$ cat config.mk
export PLATFORM = sky130hd
export DESIGN_NAME = wwg_window
export DESIGN_NICKNAME = d
export VERILOG_FILES = /design/src/hw/rtl/assert_macros.svh /design/src/hw/rtl/wwg_pkg.sv /design/src/hw/rtl/wwg_cell.sv /design/src/hw/rtl/wwg_window.sv
export SDC_FILE = /design/constraint.sdc
export NUM_CORES = 1
export LEC_CHECK = 0
export ABC_AREA = 1
export BUFFER_PORTS_ARGS = -buffer_cell sky130_fd_sc_hd__buf_4
export CORE_ASPECT_RATIO = 0.6
export CORE_UTILIZATION = 30
export CTS_CLUSTER_DIAMETER = 60
export DETAILED_ROUTE_END_ITERATION = 8
export PLACE_DENSITY = 0.44
export SETUP_SLACK_MARGIN = 0.15
export SYNTH_ARGS = -nofsm -noshare
export SYNTH_HDL_FRONTEND = slang
export SYNTH_HIERARCHICAL = 1
export SYNTH_SLANG_ARGS = --single-unit
$ cat constraint.sdc
create_clock -name clk_i -period 6.8 [get_ports clk_i]
set_clock_uncertainty 0.15 [all_clocks]
set_input_delay 0.68 -clock clk_i [delete_from_list [all_inputs] [get_ports clk_i]]
set_output_delay 0.68 -clock clk_i [all_outputs]
set_load 0.005 [all_outputs]
$ cat src/hw/rtl/assert_macros.svh
// assertion macros shared by the grid stepper rtl
// expects clk_i and rst_ni in the scope of use
`ifndef ASSERT_MACROS_SVH
`define ASSERT_MACROS_SVH
`ifndef SYNTHESIS
`define WWG_ASSERT(lbl, prop, msg) \
  lbl: assert property (@(posedge clk_i) disable iff (!rst_ni) prop) else $error(msg);
`define WWG_NEVER(lbl, cond, msg) \
  lbl: assert property (@(posedge clk_i) disable iff (!rst_ni) !(cond)) else $error(msg);
`else
`define WWG_ASSERT(lbl, prop, msg)
`define WWG_NEVER(lbl, cond, msg)
`endif
`endif

$ cat src/hw/rtl/wwg_pkg.sv
// types and codes for the wireworld grid stepper
// no dependencies
`default_nettype none
package wwg_pkg;

  typedef enum logic [1:0] {
    CELL_EMPTY = 2'd0,
    CELL_HEAD  = 2'd1,
    CELL_TAIL  = 2'd2,
    CELL_WIRE  = 2'd3
  } cell_e;

  typedef enum logic [1:0] {
    OP_WRITE = 2'd0,
    OP_READ  = 2'd1,
    OP_TICK  = 2'd2,
    OP_CLEAR = 2'd3
  } op_e;

  localparam logic       CFG_WIDTH  = 1'b0;
  localparam logic       CFG_HEIGHT = 1'b1;
  localparam logic [6:0] CFG_RESET  = 7'd64;

  // which neighbour sides lie inside the active area
  typedef struct packed {
    logic up;
    logic dn;
    logic lf;
    logic rt;
  } nbr_ok_t;

  // next state of the centre cell of the window
  typedef struct packed {
    logic [1:0] new_val;
    logic       to_head;
  } win_res_t;

endpackage
`default_nettype wire

$ cat src/hw/rtl/wwg_cell.sv
// one stage of the line buffer chain, holds one cell state
// no dependencies
`default_nettype none
module wwg_cell (
  input  logic       clk_i,
  input  logic       en_i,
  input  logic [1:0] d_i,
  output logic [1:0] q_o
);
  logic [1:0] val_q;

  // shift when the sweep runs
  always_ff @(posedge clk_i) begin
    if (en_i) begin
      val_q <= d_i;
    end
  end

  assign q_o = val_q;
endmodule
`default_nettype wire

$ cat src/hw/rtl/wwg_window.sv
// two-row line buffer of chained cells with the wireworld update rule
// depends on wwg_pkg and wwg_cell
`default_nettype none
module wwg_window #(
  parameter int MAX_WIDTH = 64
) (
  input  logic              clk_i,
  input  logic              en_i,
  input  logic [1:0]        data_i,
  input  wwg_pkg::nbr_ok_t  ok_i,
  output wwg_pkg::win_res_t res_o
);
  import wwg_pkg::*;

  localparam int Len = 2 * MAX_WIDTH + 3;

  logic [1:0] tap [Len];

  // chain of cells, newest cell at tap 0
  for (genvar k = 0; k < Len; k++) begin : g_chain
    if (k == 0) begin : g_head
      wwg_cell u_cell (.clk_i(clk_i), .en_i(en_i), .d_i(data_i), .q_o(tap[k]));
    end else begin : g_body
      wwg_cell u_cell (.clk_i(clk_i), .en_i(en_i), .d_i(tap[k-1]), .q_o(tap[k]));
    end
  end

  logic h_dr, h_d, h_dl, h_r, h_l, h_ur, h_u, h_ul;
  logic [3:0] cnt;
  logic [1:0] centre;

  // heads among the eight neighbours, masked at the area edge
  always_comb begin
    h_dr = ok_i.dn && ok_i.rt && (tap[0] == CELL_HEAD);
    h_d  = ok_i.dn && (tap[1] == CELL_HEAD);
    h_dl = ok_i.dn && ok_i.lf && (tap[2] == CELL_HEAD);
    h_r  = ok_i.rt && (tap[MAX_WIDTH] == CELL_HEAD);
    h_l  = ok_i.lf && (tap[MAX_WIDTH+2] == CELL_HEAD);
    h_ur = ok_i.up && ok_i.rt && (tap[2*MAX_WIDTH] == CELL_HEAD);
    h_u  = ok_i.up && (tap[2*MAX_WIDTH+1] == CELL_HEAD);
    h_ul = ok_i.up && ok_i.lf && (tap[2*MAX_WIDTH+2] == CELL_HEAD);
    cnt  = 4'(h_dr) + 4'(h_d) + 4'(h_dl) + 4'(h_r)
         + 4'(h_l) + 4'(h_ur) + 4'(h_u) + 4'(h_ul);
    centre = tap[MAX_WIDTH+1];
  end

  // next state of the centre cell
  always_comb begin
    res_o.new_val = centre;
    res_o.to_head = 1'b0;
    case (centre)
      CELL_HEAD: res_o.new_val = CELL_TAIL;
      CELL_TAIL: res_o.new_val = CELL_WIRE;
      CELL_WIRE: begin
        if (cnt == 4'd1 || cnt == 4'd2) begin
          res_o.new_val = CELL_HEAD;
          res_o.to_head = 1'b1;
        end
      end
      default: res_o.new_val = centre;
    endcase
  end
endmodule
`default_nettype wire

==> reports/results.txt, run 1 <==
outcome = finished, final reports clean
crit path time final = 4.82 ns
number of flops mapped to enable cells by yosys = 262
hold_sp = data_i[1]
Final Wtd Congestion = 0.700
hold endpoint = g_chain[0].g_head.u_cell/q_o[1]
CTS Sinks = 262
clock buffer count from CTS = 23
die area = 27800 um^2
CTS Hold Buffers Added = 0
initial antenna violation count = 0
vias per cell = 3.92
num ports = 11
PD cells = 336 nW/um^2
Avg Cell Area, Syn = 26.5 um^2
largest net degree at the start of global routing = 151
Initial Util = 30.7%
worst r2r dst = g_chain[67].g_body.u_cell/q_o[0]
Buf/Inv on CP = 4
cts repair resizes = 0
Pint = 2.55 mW
Post-synth top cells = 262 x edfxtp_1, 14 x nand2_1, 9 x inv_1
max incr delay on CP = 0.51 ns
Synth Cell Area = 8150 um^2
leak pwr = 3.11 nW
fin nets = 358
worst setup margin = 1.98 ns
worst ir drop on vdd = 152 uV
Setup CP Type = reg2out
Sum Neg Setup Slack = 0 ns
Clk pin slew, worst setup/hold paths = 0.06 ns
r2r startpoint = g_chain[66].g_body.u_cell/q_o[0]
Seq/Total Area, Yosys = 96.5%
Vias = 2811
asr flop ratio synth = 0%
kind of end point of the critical path = output pin
largest cells by area after synthesis = edfxtp_1 97%, fa_1 0.98%, nand2_1 0.64%
total grt overflow = 0
root buffer cell = clkbuf_16
first-pass GRT wire length = 16200 um
most frequent CP cell = fa_1
Max Cap Viol = 0
DRC viols = 0
Post-CTS Setup Inserts = 0
critical path's top delay family = adder cells
htree depth = 1
Cell variety after synth = 14
P_sw = 594 uW
Skew-Pair Late Insertion Delay = 0.51 ns
Reg power frac = 60.6%
Clock Tree Buf Depth = 3
total power = 3.15 mW
# setup viols final = 0
number of global-route vias before repair = 2726
CP Cell Sequence = nor3b_1 > fa_1 > inv_1 > fa_1 > inv_1 > fa_1 > ha_1 > fa_1 > inv_1 > nand2_1 > nand2_1 > nor2_2 > and2_1 > buf_4
Mapped Nets = 322
clock share of power = 37.7%
HP Class = in2reg
FF-to-FF setup slack = 5.91 ns
Slew Limit Headroom = 24.4%
Post-synth top flop = edfxtp_1
CP Max Fanout = 2
CP max-delay cell = fa_1
count leader, synth = edfxtp_1
Worst Reg-to-Reg Cells = 0
Wirelength per Cell = 14.2 um
Die Wd = 215 um
Worst Tran Pin Value = 1.13 ns
Slew Limit Fails = 0
WHS Path Cells = 1
Post-Route WL = 10200 um
CTS tree = yes
cell taking the most area after synthesis = edfxtp_1
Core Region = 26500 um^2
Synth top area share = 96.5%
RSZ-0062 raised after global routing = false
TritonRoute pass-1 iters = 4
area growth from synthesis to layout = 14.9%
combinational group share of total power = 1.7%
Final period util = 70.9%
final hold viol count = 0
Worst Path Arrival = 3.99 ns
Setup crit start kind = flip-flop
count of input and output buffers = 10
Ys Warns = 6
post-DP HPWL = 4640 um
1st-iter DRT viols = 302
#FFs+latches synth = 262
Die Span Y = 130 um
setup slack at placement = 2.08 ns
Crit. Startpoint = g_chain[0].g_head.u_cell/q_o[1]
Placement Rows = 46
post-route antenna net violation count = 0
layout cell share with drive strength beyond 1 = 11.5%
CP Data Required Time = 5.97 ns
Cells after Synth = 307
maximum operating frequency = 207 MHz
n_diodes = 0
GRT Util Overall = 7.71%
Sw Ratio = 18.9%
==> state kept, by name, indices dropped and copies added (netlist names) <==
signal,cells
g_chain.g_body.u_cell/q_o,260
g_chain.g_head.u_cell/q_o,2
==> logic make-up after synthesis <==
family	Yosys count	share of synthesized area [%]
AOI/OAI and AO/OA	1	0.0614
adders and majority gates	7	1.44
buffers and inverters	10	0.461
DFF	262	96.5
and+or+nand+nor	27	1.49
==> layout make-up <==
class                   count  area, um^2
clock buffers              31         606
clock inverters             8        65.1
fillers                  2393       17200
inverters                   9        33.8
multi-input cells          35         244
flip-flops and latches    262        7870
well taps                 360         450
repair buffers             12        97.6
==> layer usage <==
layer  vias to the layer above  track usage (%)  wire length [um]
met5                         -                0                 0
met4                         0             3.11               306
met3                        26             2.63               552
met2                        56             9.25              3800
met1                      1449             12.2              5560
li1                       1280                -                 -
==> how the worst max path moves through the flow <==
stage | endpoint | cells past startpoint | slack [ns]
after global placement | res_o[0] | 16 | 2.24
after detailed placement | res_o[0] | 16 | 2.08
final | res_o[0] | 14 | 1.98
after CTS | res_o[0] | 14 | 1.94
after floorplan | res_o[0] | 14 | 2.52
after global routing | res_o[0] | 14 | 1.77
==> cells in the final DEF, fill, tap and decap left out, types with 3 or more instances in the layout <==
cell type,netlist,layout
fa_1,4,4
nor2_1,5,5
clkinv_1,0,3
clkbuf_16,0,23
buf_4,0,11
edfxtp_1,262,262
nand2_1,14,14
inv_1,9,9
ha_1,3,3
clkinv_2,0,3
clkbuf_1,1,8
==> power by group through the flow <==
stage	Clock [mW]	Combinational, mW	Sequential (mW)
2_1_floorplan	0	0.0133	1.93
3_5_place_dp	0	0.0557	1.94
3_3_place_gp	0	0.0525	1.94
5_1_grt	1.30	0.0611	1.92
4_1_cts	1.24	0.0554	1.91
6_report	1.19	0.0531	1.91
==> through the flow <==
step	area (um^2)	util, %	hold slack [ns]	cells
after floorplan	8150	-	0.250	307
after global placement	8690	32.8	0.252	678
after detailed placement	8690	32.8	0.255	678
after CTS	9360	35.3	0.186	717
after global routing	9360	35.3	0.188	717
final	9360	35.3	0.217	717
Note: power is estimated with default switching activity, not from simulation.
==> run 2, diff against run 1 <==
--- a/config.mk
+++ b/config.mk
@@ -11,7 +11,7 @@
 export CORE_UTILIZATION = 30
 export CTS_CLUSTER_DIAMETER = 60
 export DETAILED_ROUTE_END_ITERATION = 8
-export PLACE_DENSITY = 0.44
+export PLACE_DENSITY = 0.45
 export SETUP_SLACK_MARGIN = 0.15
 export SYNTH_ARGS = -nofsm -noshare
 export SYNTH_HDL_FRONTEND = slang
==> constraint.sdc (replaced) <==
create_clock -name clk_i -period 4.4 [get_ports clk_i]
set_clock_uncertainty 0.15 [all_clocks]
set_input_delay 0.44 -clock clk_i [delete_from_list [all_inputs] [get_ports clk_i]]
set_output_delay 0.44 -clock clk_i [all_outputs]
set_load 0.005 [all_outputs]
==> run 2 against run 1 <==
The flow now finishes with violations (setup timing). Cell area is 2.2% higher. Sequential share of layout area decreased by 1.8 points. First-iteration DRC count decreased by 34%. Via count hardly changed. Worst hold slack improved by 0.050 ns. Largest cell class unchanged. Critical path type unchanged. Worst setup slack worse by 2.0 ns. Global-route usage rose by 0.29 points. Cell count rose by 1.3%. Power grew 64%. Routed wire length increased by 2.1%. Utilization rose by 0.79 points.
==> reports/results.txt, run 2 (synthesized netlist as in run 1, its figures left out) <==
hold_sp = g_chain[42].g_body.u_cell/q_o[1]
Die Wd = 215 um (unchanged)
Wirelength per Cell = 14.4 um (+0.83%)
Worst Tran Pin Value = 1.05 ns (-0.0848 ns)
Clk pin slew, worst setup/hold paths = 0.06 ns (about the same)
Finished Core Util = 36.1% (+0.79 points)
TritonRoute pass-1 iters = 4 (unchanged)
die area = 27800 um^2 (unchanged)
PD cells = 539 nW/um^2 (+60%)
Final period util = 100%
worst r2r dst = g_chain[66].g_body.u_cell/q_o[1]
crit path time final = 4.40 ns
clock buffer count from CTS = 24 (+4.3%)
Setup crit start kind = flip-flop
failing checks = setup timing
setup slack at placement = 0.226 ns (-1.86 ns)
fin nets = 363 (+1.4%)
kind of end point of the critical path = output pin
first-pass GRT wire length = 16900 um (+4.3%)
htree depth = 1 (unchanged)
Setup CP Type = reg2out
HP Class = reg2reg
initial antenna violation count = 0 (unchanged)
Slew Limit Headroom = 30.0% (+5.7 points)
Final Wtd Congestion = 0.690 (-1.4%)
Die Span Y = 130 um (unchanged)
post-DP HPWL = 4570 um (-1.3%)
post-route antenna net violation count = 0 (unchanged)
# setup viols final = 1 (+1)
vias per cell = 3.87 (-1.3%)
Post-Route WL = 10400 um (+2.1%)
FF-to-FF setup slack = 3.49 ns (-2.42 ns)
num ports = 11 (unchanged)
Layout Cells excl Fill = 726 (+1.3%)
CTS Sinks = 262 (unchanged)
CTS tree = yes
Cells after DPL = 680 (+0.29%)
Placement Rows = 46 (unchanged)
commonest non-fill, non-tap cell in the layout = edfxtp_1
CP Data Required Time = 3.81 ns (-2.16 ns)
hold endpoint = g_chain[43].g_body.u_cell/q_o[1]
Initial Util = 30.7% (unchanged)
Worst Path Arrival = 3.81 ns (-0.18 ns)
leak pwr = 3.21 nW (+3.1%)
Vias = 2809 (-0.071%)
r2r startpoint = g_chain[65].g_body.u_cell/q_o[1]
largest net degree at the start of global routing = 138 (-8.6%)
Clock Tree Buf Depth = 3 (unchanged)
Slew Limit Fails = 0 (unchanged)
Core Region = 26500 um^2 (unchanged)
count of input and output buffers = 10 (unchanged)
Post-CTS Setup Inserts = 0 (unchanged)
Largest register FFs = 260 (unchanged)
GRT Util Overall = 8.00% (+0.29 points)
final hold viol count = 0 (unchanged)
maximum operating frequency = 227 MHz
worst ir drop on vdd = 248 uV (+63%)
DRC viols = 0 (unchanged)
n_diodes = 0 (unchanged)
Max Cap Viol = 0 (unchanged)
most frequent cells in the layout = 262 x edfxtp_1, 25 x clkbuf_16, 13 x nand2_1
CP Max Fanout = 2 (unchanged)
area growth from synthesis to layout = 17.5%
1st-iter DRT viols = 200 (-34%)
layout cell share with drive strength beyond 1 = 15.8% (+4.4 points)
outcome = finished, violations left
Worst Reg-to-Reg Cells = 0 (unchanged)
root buffer cell = clkbuf_16
RSZ-0062 raised after global routing = true
worst setup margin = -0.00391 ns (-1.98 ns)
Skew-Pair Late Insertion Delay = 0.51 ns (about the same)
total grt overflow = 0 (unchanged)
number of global-route vias before repair = 2784 (+2.1%)
WHS Path Cells = 0 (-1)
## run 2: cell types whose count changed in the layout (fill, tap and decap cells not counted), sizes merged
| cell | change |
|---|---|
| buf | +2 |
| dlygate4sd3 | +2 |
| bufinv | +3 |
| clkinvlp | +1 |
| clkinv | +5 |
| clkbuf | -3 |
| inv | -1 |
## run 2: power by group
part,total (mW),switching [mW],leakage (nW),internal [mW]
sequential,2.95,0.0432,2.56,2.91
combinational,0.0878,0.0634,0.244,0.0244
clock,2.13,0.857,0.402,1.27
## run 2: through the flow
stage / instance area, um^2 / setup TNS [ns] / power (mW) / hold slack, ns
floorplan: 8150 / 0 / 3.00 / 0.250
global route: 9570 / -0.431 / 5.38 / 0.265
detailed placement: 8720 / 0 / 3.08 / 0.255
CTS: 9570 / -0.202 / 5.26 / 0.260
global placement: 8720 / 0 / 3.08 / 0.252
finish: 9570 / -0.00391 / 5.16 / 0.267
## run 2: how the worst max path moves through the flow
stage / from / to / slack (ns)
after floorplan: ok_i[2] / res_o[0] / 0.60
after global placement: ok_i[2] / res_o[0] / 0.26
after detailed placement: ok_i[2] / res_o[0] / 0.23
after CTS: g_chain[64].g_body.u_cell/q_o[0] / res_o[0] / -0.12
after global routing: g_chain[64].g_body.u_cell/q_o[0] / res_o[0] / -0.24
final: g_chain[64].g_body.u_cell/q_o[0] / res_o[0] / -0.004
## run 2: layer usage
metal / GRT usage [%] / up-vias / share of wire, %
li1: - / 1294 / -
met1: 13.0 / 1463 / 57
met5: 0 / - / 0
met4: 2.27 / 0 / 1.7
met3: 3.03 / 21 / 4.7
met2: 9.39 / 31 / 37
## run 2: critical path, stage by stage, from the launching register on
cell and delay (ns):
edfxtp_1 0.43, nand2_2 0.10, nor2_2 0.04, fa_1 0.55
inv_2 0.04, fa_1 0.49, inv_2 0.04, fa_1 0.45
ha_2 0.21, fa_1 0.50, inv_1 0.04, nand2_1 0.05
nand2_1 0.05, nor2_2 0.09, and2_1 0.13, buf_4 0.10
## run 2: area by class of cell
cell class	instances	area, um^2
fillers	2398	17000
clock inverters	16	178
repair buffers	16	145
well taps	360	450
multi-input cells	35	263
inverters	9	33.8
flip-flops and latches	262	7870
clock buffers	28	637
## run 2: timing repair
item                       in CTS  in global routing
pin swaps                       6                  4
setup endpoints to repair       2                  2
hold buffers                    2                  0
hold endpoints to repair        2                  0
resized for setup               3                  4
